[src/design/wtgn_pkg.sv]
// Shared types, constants and neighbor-wrap function of the tiled Worley noise core.
package wtgn_pkg;

  localparam int unsigned CoordW   = 16;
  localparam int unsigned CellW    = 4;
  localparam int unsigned SideW    = 5;
  localparam int unsigned AddrW    = 3 * CellW;
  localparam int unsigned PointW   = 3 * CoordW;
  localparam int unsigned PosW     = 21;
  localparam int unsigned DiffW    = 23;
  localparam int unsigned SqW      = 46;
  localparam int unsigned RootW    = 23;
  localparam int unsigned NoiseW   = 20;
  localparam int unsigned MinSide  = 3;
  localparam int unsigned MaxSide  = 16;

  // Operation codes of an input transaction.
  localparam logic OP_LOAD  = 1'b0;
  localparam logic OP_QUERY = 1'b1;

  // Border shift codes for one axis.
  localparam logic [1:0] SH_NONE = 2'd0;
  localparam logic [1:0] SH_NEG  = 2'd1;
  localparam logic [1:0] SH_POS  = 2'd2;

  // Register index of the configuration port.
  localparam logic REG_GRID_SIDE = 1'b0;

  typedef struct packed {
    logic [1:0]       code;
    logic [CellW-1:0] coord;
  } nb_t;

  // Per-read tag that travels beside the memory read.
  typedef struct packed {
    logic       valid;
    logic [1:0] sx;
    logic [1:0] sy;
    logic [1:0] sz;
  } scan_t;

  // Wraps base+off-1 into the interior and reports which border was crossed.
  function automatic nb_t nb_wrap(logic [CellW-1:0] base, logic [1:0] off,
                                  logic [SideW-1:0] side);
    logic [SideW-1:0] n;
    nb_t              r;
    n = {1'b0, base} + {3'b0, off} - 5'd1;
    if (n == 5'd0) begin
      r.code  = SH_NEG;
      r.coord = 4'(side - 5'd2);
    end else if (n == side - 5'd1) begin
      r.code  = SH_POS;
      r.coord = 4'd1;
    end else begin
      r.code  = SH_NONE;
      r.coord = n[CellW-1:0];
    end
    return r;
  endfunction

endpackage

[src/design/wtgn_dist.sv]
// Distance pipeline: axis differences, squares and running minimum of squared distance.
module wtgn_dist (
  input  logic                        clk,
  input  logic                        rst_n,
  input  logic                        clr,
  input  wtgn_pkg::scan_t             scan,
  input  logic [wtgn_pkg::PointW-1:0] rd_data,
  input  logic [wtgn_pkg::SideW-1:0]  side,
  input  logic [wtgn_pkg::PosW-1:0]   pos_x,
  input  logic [wtgn_pkg::PosW-1:0]   pos_y,
  input  logic [wtgn_pkg::PosW-1:0]   pos_z,
  output logic [wtgn_pkg::SqW-1:0]    min_sq
);
  import wtgn_pkg::*;

  scan_t                   tag_r;
  logic                    v1_r, v2_r;
  logic signed [DiffW-1:0] dx_r, dy_r, dz_r;
  logic [SqW-1:0]          qx_r, qy_r, qz_r;
  logic [SqW-1:0]          min_r;
  logic [SqW-1:0]          sum;
  logic signed [DiffW-1:0] dx_nxt, dy_nxt, dz_nxt;

  function automatic logic signed [DiffW-1:0] axis_diff(
      logic [PosW-1:0] pos, logic [CoordW-1:0] f, logic [SideW-1:0] s, logic [1:0] code);
    logic [PosW-1:0]         fs;
    logic [PosW-1:0]         mag;
    logic signed [DiffW-1:0] d;
    fs  = PosW'(f) * PosW'(s);
    mag = {1'b0, 4'(s - 5'd2), 16'b0};
    d   = $signed({2'b0, pos}) - $signed({2'b0, fs});
    if (code == SH_NEG) begin
      d = d + $signed({2'b0, mag});
    end else if (code == SH_POS) begin
      d = d - $signed({2'b0, mag});
    end
    return d;
  endfunction

  // Square of one axis difference, taken on its magnitude.
  function automatic logic [SqW-1:0] axis_sq(logic signed [DiffW-1:0] d);
    logic [DiffW-2:0]   m;
    logic [2*DiffW-3:0] p;
    m = d[DiffW-1] ? (DiffW-1)'(-d) : d[DiffW-2:0];
    p = (2*DiffW-2)'(m) * (2*DiffW-2)'(m);
    return SqW'(p);
  endfunction

  assign dx_nxt = axis_diff(pos_x, rd_data[3*CoordW-1:2*CoordW], side, tag_r.sx);
  assign dy_nxt = axis_diff(pos_y, rd_data[2*CoordW-1:CoordW], side, tag_r.sy);
  assign dz_nxt = axis_diff(pos_z, rd_data[CoordW-1:0], side, tag_r.sz);
  assign sum    = qx_r + qy_r + qz_r;
  assign min_sq = min_r;

  always_ff @(posedge clk) begin
    if (!rst_n) begin
      tag_r <= '0;
      v1_r  <= 1'b0;
      v2_r  <= 1'b0;
      min_r <= '1;
    end else begin
      tag_r <= scan;
      v1_r  <= tag_r.valid;
      v2_r  <= v1_r;
      if (clr) begin
        min_r <= '1;
      end else if (v2_r && sum < min_r) begin
        min_r <= sum;
      end
    end
  end

  always_ff @(posedge clk) begin
    dx_r <= dx_nxt;
    dy_r <= dy_nxt;
    dz_r <= dz_nxt;
    qx_r <= axis_sq(dx_r);
    qy_r <= axis_sq(dy_r);
    qz_r <= axis_sq(dz_r);
  end

endmodule

[config.mk]
export PLATFORM = sky130hd
export DESIGN_NAME = wtgn_dist
export DESIGN_NICKNAME = d
export VERILOG_FILES = /design/src/design/wtgn_pkg.sv /design/src/design/wtgn_dist.sv
export SDC_FILE = /design/constraint.sdc
export NUM_CORES = 2
export LEC_CHECK = 0
export BUFFER_PORTS_ARGS = -buffer_cell sky130_fd_sc_hd__buf_2
export CAP_MARGIN = 25
export CORE_MARGIN = 2
export CORE_UTILIZATION = 50
export CTS_BUF_LIST = sky130_fd_sc_hd__clkbuf_8
export CTS_CLUSTER_SIZE = 30
export DETAILED_ROUTE_END_ITERATION = 6
export GPL_TIMING_DRIVEN = 1
export PLACE_DENSITY_LB_ADDON = 0.3
export SYNTH_ARGS = -nofsm -noshare
export SYNTH_HDL_FRONTEND = slang
export SYNTH_SLANG_ARGS = --single-unit
[constraint.sdc]
create_clock -name clk -period 9.49 [get_ports clk]
set_input_delay 1.4235 -clock clk [delete_from_list [all_inputs] [get_ports clk]]
set_output_delay 1.4235 -clock clk [all_outputs]
set_load 0.03 [all_outputs]
==> flow_metrics.tcl <==
set metrics [dict create \
    post-route-min-period_ns 9.118 \
    crit_required_ns 10.02 \
    seq_area_frac_synth_pct 8.320 \
    route.detailed.drc 0 \
    grt_usage_pct 25.97 \
    drv_slew 0 \
    hold_violations 0 \
    postSynthCellCount 6723 \
    nets 9006 \
    grt_pass1_wl_mm 256.1 \
    maxCapViolCount 0 \
    critPathArrivalTime_ns 9.65 \
    cp_num_buf_inv 6 \
    crit_path_end_kind "flop" \
    gp_congestion 0.9657 \
    timing.fmax_mhz 109.7 \
    die_area_sq_um 124600 \
    hpwl_mm 136.6 \
    numPortBuffers 171 \
    synth_cell_types 88 \
    multiInputGateArea_sq_um 48970 \
    fin_skew_ns 0.04651 \
    status "finished, final reports clean" \
    synth_top_area_share_pct 41.37 \
    relSlewSlack_pct 29.47 \
    clkSinkCount 253 \
    fp-row-count 128 \
    antenna_found_initial 9 \
    via_per_inst 5.224 \
    synth_edf_count 0 \
    initial_utilization_pct 50.21 \
    cp_slowest_stage_delay_ns 0.55 \
    period_share_pct 96.08 \
    grt_pass1_vias 47900 \
    vias 44970 \
    wl_mm 157.7 \
    die_y_microns 352.9 \
    yosys.area.top_type "fa_1" \
    worst-setup-path-type "flop to flop" \
    synthArstFlopShare_pct 0 \
    area_growth_pct 7.595 \
    die_x_microns 352.9 \
    drive_gt1_share_pct 6.761 \
    cts_buffers 45 \
    whs_ns 0.4172 \
    ant_nets 0 \
    h-tree-depth 2 \
    clk_pin_slew_ns 0.08 \
    drtPass1Iterations 7 \
    layoutNonFillerInstCount 8608 \
    grt_max_degree 80 \
    slowest_stage "fa_1" \
    cts_tree "built" \
    cp_max_fo 7 \
    crit_path_start_kind "flop" \
    hold_class "flop to flop" \
    grt_overflow 0 \
    final-setup-viol-count 0 \
    worstMarginPinSlew_ns 1.054 \
    root_buffer "clkbuf_8" \
    drt_iter0_drc 3028 \
    ios 172 \
    filler_cell_count 11240 \
    cts_hold_buf 0 \
    wire_per_inst_microns 18.32 \
    path_common_cell "fa_1" \
    seqCellArea_sq_um 5065 \
    core-area_sq_um 121200 \
    ys_warn_count 0 \
    cts_buffer_depth 3 \
    placedCellCount 8516 \
    netlist_area_sq_um 60870 \
    insertion_delay_ns 0.67 \
    synth_area_per_cell_sq_um 9.054 \
    path_delay_family "adder cells" \
    ys.flop_type "dfxtp_1" \
    synth_area_leaders "fa_1, ha_1, inv_1" \
    synth_seq_cells 253 \
]
## cell families after synthesis
kind of cell	after synthesis	share of synthesized area (%)
fa+ha+maj	1938	55.34
xor+xnor	333	4.908
mux	4	0.06783
flops	253	8.320
simple gates	1537	11.22
compound gates	807	8.707
buf+inv	1849	11.42
other cells	2	0.01234
## metal layers
metal,vias to the layer above,routed length [microns],GRT usage (%)
met5,-,11,0
met3,265,12330,4.661
li1,20900,-,-
met4,2,4399,6.940
met2,1520,72700,42.21
met1,22280,68250,35.84
## final timing paths
kind	slack, ns	end	startpoint	cells past startpoint
min	0.42	v1_r	tag_r[6]	1
min reg2reg	0.42	v1_r	tag_r[6]	1
max	0.37	qz_r[41]	dz_r[2]	32
max reg2reg	0.37	qz_r[41]	dz_r[2]	32
## sequential cells by signal, indices dropped and copies added, names as in the netlist
signal,flops
min_sq,46
qx_r,43
qy_r,43
qz_r,43
dx_r,23
dy_r,23
dz_r,23
tag_r,7
v1_r,1
v2_r,1
## per-stage QoR
step | util [%] | setup slack (ns) | instance area [sq um] | setup TNS (ns)
floorplan | - | 0.2091 | 60880 | 0
global placement | 53.05 | 0.2601 | 64320 | 0
detailed placement | 53.06 | 0.1045 | 64330 | 0
CTS | 53.90 | 0.05557 | 65350 | 0
global route | 54.02 | -0.04901 | 65490 | -0.06723
finish | 54.02 | 0.3725 | 65500 | 0
## final cells by class
| class | instances | share of cell area [%] |
|---|---|---|
| Inverter | 1697 | 9.735 |
| Clock buffer | 57 | 1.198 |
| Clock inverter | 26 | 0.3687 |
| Multi-Input combinational cell | 4624 | 74.76 |
| Antenna cell | 2 | 0.007641 |
| Sequential cell | 253 | 7.733 |
| Timing Repair Buffer | 324 | 3.091 |
| Tap cell | 1625 | 3.104 |
## layout by cell type (no fill, tap or decap), types with 150 or more instances in the layout
master   synthesis  routed
xnor2_1        239     237
buf_2            5     171
and2_1         172     172
a21oi_1        226     223
nand2_1        640     639
dfxtp_1        253     253
nor2_1         469     469
inv_1         1673    1678
fa_1          1258    1258
buf_4            0     150
ha_1           677     677
## synthesized netlist by cell type (all sizes together) (4+ instances only)
master / count
a21o: 131
o221ai: 6
o21a: 41
xor2: 92
or4: 11
o2111ai: 5
nand4: 24
a31oi: 18
inv: 1684
a211oi: 14
nand2: 643
and3: 18
nand2b: 37
o41ai: 10
a21boi: 10
nor2b: 29
o22ai: 7
o21bai: 51
o21ai: 138
nand3b: 4
clkinv: 13
xnor2: 241
nor2: 470
ha: 677
clkbuf: 143
a221o: 4
and2: 172
o311ai: 6
fa: 1258
nand3: 45
o211ai: 54
or3: 19
nor3: 38
a221oi: 9
a21oi: 226
o31a: 8
or2: 7
a211o: 11
o31ai: 27
buf: 9
dfxtp: 253
nor4: 5
## what timing repair did
action / 4_1_cts / 5_1_grt
endpoints found under the setup margin: 0 / 14
gates resized for setup: 0 / 21
setup buffers: 0 / 6
hold endpoints to repair: 0 / 0
Power is not shown: default switching activity piles up to over one toggle a cycle in this logic, so the estimate is an artifact.
