<file path="config.mk">
export PLATFORM = sky130hd
export DESIGN_NAME = wtgn_sqrt
export DESIGN_NICKNAME = d
export VERILOG_FILES = /design/src/design/wtgn_pkg.sv /design/src/design/wtgn_sqrt.sv
export SDC_FILE = /design/constraint.sdc
export NUM_CORES = 1
export LEC_CHECK = 0
export BUFFER_PORTS_ARGS = -buffer_cell sky130_fd_sc_hd__buf_2
export CORE_UTILIZATION = 55
export CTS_BUF_LIST = sky130_fd_sc_hd__clkbuf_4 sky130_fd_sc_hd__clkbuf_8 sky130_fd_sc_hd__clkbuf_16
export CTS_CLUSTER_DIAMETER = 100
export DETAILED_ROUTE_END_ITERATION = 10
export PLACE_DENSITY = 0.72
export REMOVE_ABC_BUFFERS = 1
export SLEW_MARGIN = 20
export SYNTH_ARGS = -nofsm -noshare
export SYNTH_HDL_FRONTEND = slang
export SYNTH_SLANG_ARGS = --single-unit
export TNS_END_PERCENT = 100
</file>
<file path="constraint.sdc">
create_clock -name clk -period 7.6 [get_ports clk]
set_input_delay 1.52 -clock clk [delete_from_list [all_inputs] [get_ports clk]]
set_output_delay 1.52 -clock clk [all_outputs]
set_load 0.05 [all_outputs]
</file>
<file path="src/design/wtgn_pkg.sv">
// Shared types, constants and neighbor-wrap function of the tiled Worley noise core.
package wtgn_pkg;

  localparam int unsigned CoordW   = 16;
  localparam int unsigned CellW    = 4;
  localparam int unsigned SideW    = 5;
  localparam int unsigned AddrW    = 3 * CellW;
  localparam int unsigned PointW   = 3 * CoordW;
  localparam int unsigned PosW     = 21;
  localparam int unsigned DiffW    = 23;
  localparam int unsigned SqW      = 46;
  localparam int unsigned RootW    = 23;
  localparam int unsigned NoiseW   = 20;
  localparam int unsigned MinSide  = 3;
  localparam int unsigned MaxSide  = 16;

  // Operation codes of an input transaction.
  localparam logic OP_LOAD  = 1'b0;
  localparam logic OP_QUERY = 1'b1;

  // Border shift codes for one axis.
  localparam logic [1:0] SH_NONE = 2'd0;
  localparam logic [1:0] SH_NEG  = 2'd1;
  localparam logic [1:0] SH_POS  = 2'd2;

  // Register index of the configuration port.
  localparam logic REG_GRID_SIDE = 1'b0;

  typedef struct packed {
    logic [1:0]       code;
    logic [CellW-1:0] coord;
  } nb_t;

  // Per-read tag that travels beside the memory read.
  typedef struct packed {
    logic       valid;
    logic [1:0] sx;
    logic [1:0] sy;
    logic [1:0] sz;
  } scan_t;

  // Wraps base+off-1 into the interior and reports which border was crossed.
  function automatic nb_t nb_wrap(logic [CellW-1:0] base, logic [1:0] off,
                                  logic [SideW-1:0] side);
    logic [SideW-1:0] n;
    nb_t              r;
    n = {1'b0, base} + {3'b0, off} - 5'd1;
    if (n == 5'd0) begin
      r.code  = SH_NEG;
      r.coord = 4'(side - 5'd2);
    end else if (n == side - 5'd1) begin
      r.code  = SH_POS;
      r.coord = 4'd1;
    end else begin
      r.code  = SH_NONE;
      r.coord = n[CellW-1:0];
    end
    return r;
  endfunction

endpackage

</file>
<file path="src/design/wtgn_sqrt.sv">
// Bit-serial integer square root, one result bit per cycle.
module wtgn_sqrt (
  input  logic                       clk,
  input  logic                       rst_n,
  input  logic                       start,
  input  logic [wtgn_pkg::SqW-1:0]   value,
  output logic                       done,
  output logic [wtgn_pkg::RootW-1:0] root
);
  import wtgn_pkg::*;

  localparam int unsigned Steps = SqW / 2;

  logic                     busy_r, done_r;
  logic [$clog2(Steps)-1:0] cnt_r;
  logic [SqW-1:0]           v_r, res_r, bit_r;
  logic [SqW-1:0]           trial;

  assign trial = res_r + bit_r;
  assign done  = done_r;
  assign root  = res_r[RootW-1:0];

  always_ff @(posedge clk) begin
    if (!rst_n) begin
      busy_r <= 1'b0;
      done_r <= 1'b0;
      cnt_r  <= '0;
    end else begin
      done_r <= 1'b0;
      if (start) begin
        busy_r <= 1'b1;
        cnt_r  <= '0;
      end else if (busy_r) begin
        cnt_r <= cnt_r + 1'b1;
        if (cnt_r == ($clog2(Steps))'(Steps - 1)) begin
          busy_r <= 1'b0;
          done_r <= 1'b1;
        end
      end
    end
  end

  always_ff @(posedge clk) begin
    if (start) begin
      v_r   <= value;
      res_r <= '0;
      bit_r <= SqW'(1) << (SqW - 2);
    end else if (busy_r) begin
      if (v_r >= trial) begin
        v_r   <= v_r - trial;
        res_r <= (res_r >> 1) + bit_r;
      end else begin
        res_r <= res_r >> 1;
      end
      bit_r <= bit_r >> 2;
    end
  end

endmodule

</file>
==> flow_summary_export.csv, run 1 <==
group,metric,value,unit
cts,clk-insertion-delay-late,0.43,ns
setup_path,cp_max_fo,46,
synth,synth_ff_type,"dfxtp_1",
cts,cts_buffer_depth,2,
cts,cts_sinks,122,
timing,fin_setup_tns,0,ns
layout,post-route-util,60.3,%
synth,synth_top_family_by_area,"compound AO/OA/AOI/OAI gates",
setup_path,crit_chain,"ha_1 > a31oi_1 > a211oi_2 > nand4b_1 > a2111oi_1 > nor3_1 > o41ai_2 > a31oi_1 > nor2_1 > nor2_1 > xor2_1 > ha_1 > nand4_1 > nor2_1 > nand4_1 > o2111ai_1 > o22a_1 > o31a_1 > buf_4 > nand2_1 > nand2_4",
layout,drive_gt1_share,11.3,%
floorplan,core,0.0195,mm^2
timing,fin_ws,1.54,ns
routing,drc,0,
timing,fin_skew,0.00991,ns
routing,via_count,9752,
setup_path,cpPeakStageDelay,0.53,ns
timing,period_share,79.7,%
routing,wl_per_cell,17.0,um
place,place_area,0.0111,mm^2
layout,multi_input_area,0.00735,mm^2
timing,slew_headroom,41.2,%
synth,synth_xor_xnor_area_share,9.09,%
global_routing,grt_pass1_vias,8984,
layout,finish.net_count,1493,
setup_path,cp.required,7.65,ns
place,pre_cts_ws,1.25,ns
power_and_ir_drop,peakVddDrop,0.212,mV
synth,synth_compound_area_share,26.5,%
timing,finalHoldViolCount,0,
floorplan,die_height,143,um
timing,fin_crit,6.06,ns
layout,num_antenna_cells,0,
floorplan,io_pins,73,
synth,ys_seq_area_share,26.6,%
setup_path,cp_common_cell,"nor2_1",
setup_path,critPathArrivalTime,6.11,ns
cts,postCtsSetupBuffers,0,
synth,yosys.area_share.simple,16.8,%
setup_path,crit_buf_inv,1,
place,place.gp.congestion,0.934,
cts,cts_buffers,17,
layout,fin_area,0.0117,mm^2
power_and_ir_drop,power.leakage,4.71,nW
routing,vias_per_cell,6.00,
synth,synth_area_per_cell,8.06,um^2
synth,yosysWarnings,0,
synth,syn_inst,1351,
setup_path,timing.rr.start,"res_r[2]",
floorplan,initial_core_util,56.0,%
cts,path_clk_slew,0.06,ns
synth,synth.area.mux_share,3.82,%
timing,grt_setup_unrepaired,"false",
timing,worstMarginPinSlew,0.882,ns
synth,synth-adder-area-share,11.2,%
global_routing,grt_overflow,0,
power_and_ir_drop,powerDensity,390,mW/mm^2
setup_path,path_delay_family,"compound AO/OA/AOI/OAI gates",
layout,fill_cells,1810,
cts,cts_root_buffer,"clkbuf_16",
cts,holdBufCountCts,0,
global_routing,grt_pass1_wl,45400,um
cts,cts.repair.resized,0,
setup_path,cp-end-kind,"flip-flop",
routing,ant_nets,0,
synth,ys_types,82,
global_routing,grt_max_degree,77,
setup_path,r2r-end,"v_r[26]",
floorplan,std_cell_rows,51,
status,status,"finished, final reports clean",
synth,ys_ff_latch,122,
floorplan,die_x,143,um
synth,async_flop_share,0,%
worst_hold_path,hold-path-cell-count,2,
layout,syn_to_final_growth,7.81,%
timing,maxSlewViolCount,0,
timing,fmax,165,MHz
setup_path,start_kind,"flip-flop",
timing,setup_viol,0,
cts,cts_max_level,4,
synth,synth_edf_count,46,
routing,drt_iter0_drc,803,
place,hpwl,20200,um
setup_path,path_class,"flip-flop to flip-flop",
setup_path,rr_worst_depth,21,
worst_hold_path,hold_end,"res_r[0]",
synth,netlist_area,0.0109,mm^2
setup_path,rrSetupSlack,1.54,ns
floorplan,die_area,0.0204,mm^2
routing,first_pass_iters,5,
layout,regArea,0.00291,mm^2
cts,cts_tree,"done",
global_routing,grt_use_total,28.3,%
place,io_buffers,72,
setup_path,slowest_stage,"nand2_4",
timing,hold_slack,0.509,ns
global_routing,antenna_found_initial,0,
worst_hold_path,min_path_type,"flip-flop to flip-flop",
flow_run,drv_cap,0,
worst_hold_path,hold_start,"res_r[0]",
routing,drt-total-wl,27600,um
==> registers in the layout, summed over array words and instances, names as in the netlist <==
| name | count |
|---|---|
| res_r | 46 |
| v_r | 46 |
| bit_r | 23 |
| cnt_r | 5 |
| busy_r | 1 |
| done | 1 |
==> where the power goes <==
part	internal (W)	switching [W]
Sequential	0.000915	0.000147
Combinational	0.00102	0.00166
Clock	0.000519	0.000319
==> stage by stage <==
stage | total power (W) | instances
floorplan | 0.00307 | 1250
global placement | 0.00366 | 1593
detailed placement | 0.00368 | 1593
CTS | 0.00454 | 1625
global route | 0.00490 | 1625
finish | 0.00457 | 1625
==> cell usage in the layout, fill, tap and decap left out, types with 10 or more instances in the layout <==
cell / count
nand2_1: 153
nor2_1: 129
o21ai_0: 109
ha_1: 96
a21oi_1: 82
dfxtp_1: 75
buf_2: 71
xor2_1: 66
xnor2_1: 47
edfxtp_1: 46
a21o_1: 42
a31oi_1: 40
inv_1: 38
mux2i_1: 36
nand4_1: 29
a211oi_1: 29
nand3_1: 23
clkbuf_16: 19
o21bai_1: 15
nor3_1: 12
a311oi_1: 11
o31ai_1: 10
==> logic make-up (layout without fill, tap and decap cells) <==
logic type / after synthesis / after routing
AOI/OAI and AO/OA: 431 / 431
and+or+nand+nor: 408 / 408
buffers and inverters: 139 / 148
DFF: 122 / 122
xor gates and xnor gates: 113 / 113
adders and majority gates: 97 / 97
muxes: 41 / 41
==> layout make-up <==
type / instances / share of cell area, %
tap: 265 / 2.82
inverter: 38 / 1.21
timing repair buffer: 78 / 3.47
sequential: 122 / 24.7
clock buffer: 24 / 4.47
multi-input combinational: 1090 / 62.6
clock inverter: 8 / 0.671
==> worst max-delay path by stage <==
stage              end  slack [ns]  startpoint  cells past startpoint
2_1_floorplan   v_r[0]        1.15    res_r[2]                     20
3_3_place_gp    v_r[1]        1.39    res_r[2]                     19
3_5_place_dp    v_r[8]        1.25    res_r[2]                     21
4_1_cts        v_r[24]        1.21    res_r[2]                     21
5_1_grt         v_r[7]        1.06    res_r[2]                     21
6_report       v_r[26]        1.54    res_r[2]                     21
==> worst register-to-register path: cells and delay by family (launching register included) <==
| kind | cells | cell delay (ns) |
|---|---|---|
| buffers and inverters | 1 | 0.36 |
| DFF | 1 | 0.37 |
| xor gates and xnor gates | 1 | 0.17 |
| and+or+nand+nor | 9 | 1.75 |
| AOI/OAI and AO/OA | 8 | 2.22 |
| adders and majority gates | 2 | 0.81 |
==> synthesized netlist by cell type, types with 36 or more instances <==
cell type	n	share of area (%)
a31oi_1	40	2.3
o21ai_0	109	5.0
dfxtp_1	76	14
a21o_1	42	2.9
nand2_1	154	5.3
xnor2_1	47	3.8
inv_1	38	1.3
xor2_1	66	5.3
mux2i_1	36	3.3
edfxtp_1	46	13
nor2_1	129	4.4
clkbuf_1	54	1.9
a21oi_1	82	3.8
ha_1	96	11
==> metal layers <==
layer	up-vias	GRT usage (%)	wire length (um)	share of wire (%)
met5	-	0	0	0
met2	242	42.7	11800	43
met4	0	9.51	507	1.8
li1	4925	-	-	-
met1	4550	40.9	14000	51
met3	35	4.02	1310	4.8
Power figures use the tool's default switching activity.
==> inputs of run 2 (changes only) <==
- ABC_AREA: not set -> 1
- PLACE_DENSITY: 0.72 -> 0.71
- clock period: 7.6 -> 5.7 ns (I/O delays scaled with it)
==> run 2 against run 1 <==
Against the previous run: critical path depth grew 1; die area grew 23%; clock skew is 0.0044 ns higher; count of clock-buffer cells in the layout is 5 lower; total power rose by 63%; final cell count is 62% higher; maximum frequency is 17% higher; area after synthesis up 24%; combinational power grew 76%; non-clock buffer count grew 6; worst setup slack worse by 1.0 ns.
==> flow_summary_export.csv, run 2 <==
group,metric,value,unit
synth,async_flop_share,0,%
setup_path,crit_chain,"ha_1 > nand2_1 > o21ai_0 > nand2_1 > o21ai_0 > inv_1 > nand2_1 > nand2_1 > nand2_1 > nand2_1 > nand3_1 > nand2_1 > ha_1 > nand2_1 > nor2_1 > nand2_1 > nor2_1 > nand2_8 > nand2_4 > nand2_2 > nand2_2 > buf_12",
synth,yosysMostFrequentCell,"nand2_1",
cts,cts_sinks,122,
synth,syn_inst,2281,
timing,fmax,193,MHz
routing,first_pass_iters,6,
place,place.gp.congestion,1.02,
cts,cts_max_level,4,
timing,setup_viol,0,
place,hpwl,35400,um
cts,path_clk_slew,0.07,ns
setup_path,cp_common_cell,"nand2_1",
floorplan,io_pins,73,
global_routing,grt_max_degree,80,
synth,netlist_area,0.0135,mm^2
routing,vias_per_cell,5.67,
routing,wl_per_cell,17.3,um
layout,largest_registers,"res_r (46), v_r (46), bit_r (23)",
layout,layout_common_cells,"731 x nand2_1, 265 x inv_1, 259 x nor2_1, 182 x nand3_1, 155 x a21oi_1",
timing,fin_setup_tns,0,ns
place,io_buffers,72,
setup_path,cp_max_fo,46,
flow_run,drv_cap,0,
cts,cts_buffer_depth,2,
synth,yosys.area_share.simple,39.3,%
synth,ys_ff_latch,122,
synth,synth_compound_area_share,14.6,%
cts,cts_buffers,17,
synth,synth_top_family_by_area,"simple AND/OR/NAND/NOR gates",
timing,grt_setup_unrepaired,"false",
timing,fin_skew,0.0143,ns
synth,yosys.area.top_type,"nand2_1",
synth,synth_area_per_cell,5.91,um^2
routing,drc,0,
setup_path,slowest_stage,"dfxtp_1",
timing,period_share,90.8,%
synth,yosysWarnings,0,
layout,fin_cells,2637,
layout,fill_cells,2372,
routing,drt-total-wl,45700,um
cts,cts_tree,"done",
global_routing,grt_overflow,0,
setup_path,startpoint,"res_r[14]",
timing,finalHoldViolCount,0,
synth,synth.area.mux_share,0,%
setup_path,critPathArrivalTime,5.28,ns
layout,num_antenna_cells,0,
setup_path,timing.rr.start,"res_r[14]",
timing,maxSlewViolCount,0,
synth,ys_seq_area_share,21.5,%
cts,cts_root_buffer,"clkbuf_16",
worst_hold_path,hold-path-cell-count,1,
timing,fin_crit,5.17,ns
synth,synth-adder-area-share,9.06,%
worst_hold_path,hold_start,"cnt_r[4]",
global_routing,grt_use_total,37.0,%
layout,drive_gt1_share,6.77,%
status,status,"finished, final reports clean",
routing,via_count,14900,
global_routing,antenna_found_initial,0,
timing,worstMarginPinSlew,0.841,ns
synth,synth_ff_type,"dfxtp_1",
synth,synth_common_cells,"732 x nand2_1, 266 x inv_1, 259 x nor2_1",
setup_path,r2r-end,"v_r[4]",
setup_path,start_kind,"flip-flop",
floorplan,die_x,159,um
global_routing,grt_pass1_wl,70400,um
floorplan,die_area,0.0251,mm^2
global_routing,grt_pass1_vias,13700,
floorplan,std_cell_rows,56,
layout,finish.net_count,2451,
setup_path,cp.required,5.81,ns
timing,hold_slack,0.508,ns
layout,syn_to_final_growth,7.92,%
power_and_ir_drop,power.leakage,6.49,nW
power_and_ir_drop,peakVddDrop,0.283,mV
cts,postCtsSetupBuffers,0,
setup_path,path_delay_family,"simple AND/OR/NAND/NOR gates",
timing,slew_headroom,43.9,%
floorplan,core,0.0238,mm^2
place,dp_cells,2605,
cts,clk-insertion-delay-late,0.44,ns
layout,final_common_cell,"nand2_1",
setup_path,rr_worst_depth,22,
setup_path,cpPeakStageDelay,0.61,ns
layout,regArea,0.00290,mm^2
floorplan,initial_core_util,56.8,%
floorplan,die_height,159,um
layout,multi_input_area,0.00913,mm^2
cts,cts.repair.resized,0,
synth,synth_xor_xnor_area_share,4.68,%
setup_path,cp-end-kind,"flip-flop",
setup_path,crit_buf_inv,2,
synth,ys_types,48,
setup_path,path_class,"flip-flop to flip-flop",
routing,drt_iter0_drc,1612,
setup_path,rrSetupSlack,0.53,ns
cts,holdBufCountCts,0,
power_and_ir_drop,powerDensity,514,mW/mm^2
routing,ant_nets,0,
worst_hold_path,hold_end,"cnt_r[4]",
synth,netlist.area_leader.share,20.4,%
synth,netlist_top_cells_area,"nand2_1 20%, dfxtp_1 11%, edfxtp_1 10%",
worst_hold_path,min_path_type,"flip-flop to flip-flop",
synth,synth_edf_count,46,
-- run 2: cell type report --
cell class / instances / area share (%)
clock buffers: 19 / 3.11
clock inverters: 13 / 1.25
inverters: 273 / 7.04
multi-input cells: 1807 / 62.7
repair buffers: 84 / 3.20
flip-flops and latches: 122 / 20.0
well taps: 319 / 2.74
-- run 2: cells by family after synthesis --
logic type,after synthesis
buf+inv,352
xor+xnor,72
simple gates,1277
fa+ha+maj,97
compound gates,361
flops,122
-- run 2: metal layers --
layer / up-vias / GRT usage, % / share of wire, %
met4: 0 / 17.9 / 4.8
met1: 6711 / 47.8 / 43
li1: 7442 / - / -
met2: 658 / 60.7 / 45
met5: - / 0 / 0
met3: 133 / 4.60 / 7.4
-- run 2: worst max-delay path by stage --
stage                    to  slack, ns  cells past startpoint
CTS                 v_r[18]       0.61                     22
global placement     v_r[0]       0.64                     22
finish               v_r[4]       0.53                     22
floorplan            v_r[0]       0.28                     20
detailed placement   v_r[0]       0.65                     22
global route         v_r[5]       0.13                     22
-- run 2: power breakdown --
part / internal (W) / switching, W / leakage (nW)
Sequential: 0.00125 / 0.000313 / 1.08
Combinational: 0.00161 / 0.00309 / 5.09
Clock: 0.000725 / 0.000484 / 0.309
-- run 2: through the flow --
step	setup slack, ns	total power (W)	utilization [%]	cell area [um^2]
global route	0.128	0.00803	61.3	14600
CTS	0.608	0.00736	61.3	14600
detailed placement	0.645	0.00612	58.6	13900
floorplan	0.276	0.00487	-	13100
finish	0.526	0.00748	61.3	14600
global placement	0.643	0.00607	58.6	13900
==> inputs of run 3 (changes only) <==
- CORE_UTILIZATION: 55 -> 45
- PLACE_DENSITY: 0.71 -> 0.6
- clock period: 5.7 -> 5.9 ns (I/O delays scaled with it)
==> run 3 against run 2 <==
Against the previous run: clock skew fell by 0.0018 ns; global-route usage fell by 4.8 points; worst hold slack got worse by 0.015 ns; largest power group unchanged.
==> flow_summary_export.csv, run 3 (synthesis gave the netlist of run 2 again) <==
group,metric,value,unit
routing,highest_layer,"met4",
cts,cts_buffer_depth,2,
layout,drive_gt1_share,6.82,%
place,hpwl,38000,um
timing,worstMarginPinSlew,0.904,ns
cts,cts_sinks,122,
timing,finalHoldViolCount,0,
floorplan,core,0.0296,mm^2
timing,fin_setup_tns,0,ns
setup_path,cp.required,6.03,ns
floorplan,die_x,175,um
routing,drt_iter0_drc,1234,
timing,fin_crit,5.19,ns
flow_run,drv_cap,0,
cts,cts_buffers,17,
worst_hold_path,min_path_type,"flip-flop to flip-flop",
setup_path,cp-end-kind,"flip-flop",
cts,cts.repair.resized,0,
place,place.gp.congestion,0.971,
cts,path_clk_slew,0.06,ns
place,io_buffers,72,
timing,maxSlewViolCount,0,
power_and_ir_drop,power.leakage,6.51,nW
global_routing,grt_overflow,0,
timing,setup_viol,0,
power_and_ir_drop,powerDensity,497,mW/mm^2
timing,period_share,87.9,%
timing,slew_headroom,39.7,%
routing,vias_per_cell,5.43,
global_routing,grt_pass1_wl,76000,um
routing,via_count,14700,
cts,clk-insertion-delay-late,0.46,ns
floorplan,die_height,175,um
routing,first_pass_iters,7,
power_and_ir_drop,total_power,0.00728,W
global_routing,antenna_found_initial,0,
cts,cts_root_buffer,"clkbuf_16",
global_routing,grt_max_degree,80,
floorplan,initial_core_util,45.6,%
timing,grt_setup_unrepaired,"false",
global_routing,grt_use_total,32.2,%
layout,final_common_cell,"nand2_1",
routing,wl_per_cell,17.9,um
layout,layout_common_cells,"731 x nand2_1, 265 x inv_1, 259 x nor2_1, 182 x nand3_1, 155 x a21oi_1",
routing,wl_met1,22200,um
timing,fmax,193,MHz
routing,ant_nets,0,
power_and_ir_drop,peakVddDrop,0.286,mV
layout,largest_registers,"res_r (46), v_r (46), bit_r (23)",
timing,fin_skew,0.0125,ns
layout,finish.net_count,2451,
layout,num_antenna_cells,0,
setup_path,start_kind,"flip-flop",
routing,dr_wl_met3,1900,um
routing,drc,0,
cts,holdBufCountCts,0,
floorplan,io_pins,73,
global_routing,grt_pass1_vias,14100,
floorplan,die_area,0.0307,mm^2
cts,cts_tree,"done",
status,status,"finished, final reports clean",
routing,wl_met2,22900,um
setup_path,path_class,"flip-flop to flip-flop",
floorplan,std_cell_rows,63,
cts,postCtsSetupBuffers,0,
cts,cts_max_level,4,
setup_path,critPathArrivalTime,5.31,ns
routing,drt-total-wl,48600,um
layout,syn_to_final_growth,8.76,%
setup_path,cp_max_fo,46,
run 3: cell types whose count changed in the layout (fill, tap and decap cells not counted), sizes merged:
| cell | delta |
|---|---|
| clkbuf | +2 |
| clkinvlp | -1 |
| inv | -1 |
run 3: report_power, final:
group          switching [W]  internal (W)  total, W
Sequential          0.000292       0.00121   0.00150
Clock               0.000466      0.000730   0.00120
Combinational        0.00301       0.00157   0.00459
run 3: layout make-up:
| class | instances | area (um^2) |
|---|---|---|
| Sequential cell | 122 | 2900 |
| Clock buffer | 21 | 490 |
| Fill cell | 3236 | 14900 |
| Multi-Input combinational cell | 1807 | 9130 |
| Tap cell | 390 | 488 |
| Clock inverter | 11 | 155 |
| Timing Repair Buffer | 84 | 478 |
| Inverter | 273 | 1020 |
run 3: through the flow:
stage | util, % | std cells | area [um^2] | hold WS (ns) | setup slack, ns
6_report | 49.6 | 2708 | 14700 | 0.493 | 0.715
5_1_grt | 49.6 | 2708 | 14700 | 0.533 | 0.412
4_1_cts | 49.6 | 2708 | 14700 | 0.499 | 0.824
3_5_place_dp | 47.4 | 2676 | 14000 | 0.490 | 0.844
3_3_place_gp | 47.4 | 2676 | 14000 | 0.482 | 0.838
2_1_floorplan | - | 2202 | 13100 | 0.463 | 0.476
run 3: routing by layer:
metal,global-route usage (%),vias to the layer above
li1,-,7440
met1,41.4,6767
met2,54.0,418
met3,4.24,78
met4,13.1,0
met5,0,-
run 3: path summary, 6_finish.rpt:
kind | start | end | slack [ns] | cells past startpoint
max | res_r[8] | v_r[35] | 0.71 | 20
max reg2reg | res_r[8] | v_r[35] | 0.71 | 20
min | res_r[0] | res_r[0] | 0.49 | 2
min reg2reg | res_r[0] | res_r[0] | 0.49 | 2
run 3: worst max-delay path, cell delays in order (launching register included):
cell,delay (ns)
dfxtp_1,0.60
ha_1,0.29
nand2_1,0.12
nor2_1,0.12
inv_1,0.05
o21ai_1,0.32
a21oi_1,0.24
o21ai_1,0.49
nand2_1,0.13
nand3_1,0.10
nand2_1,0.13
ha_1,0.40
nand2_1,0.15
nor2_1,0.19
nand2_1,0.11
nor2_1,0.31
nand2_8,0.26
nand2_4,0.16
nand2_2,0.17
nand2_2,0.17
buf_12,0.26
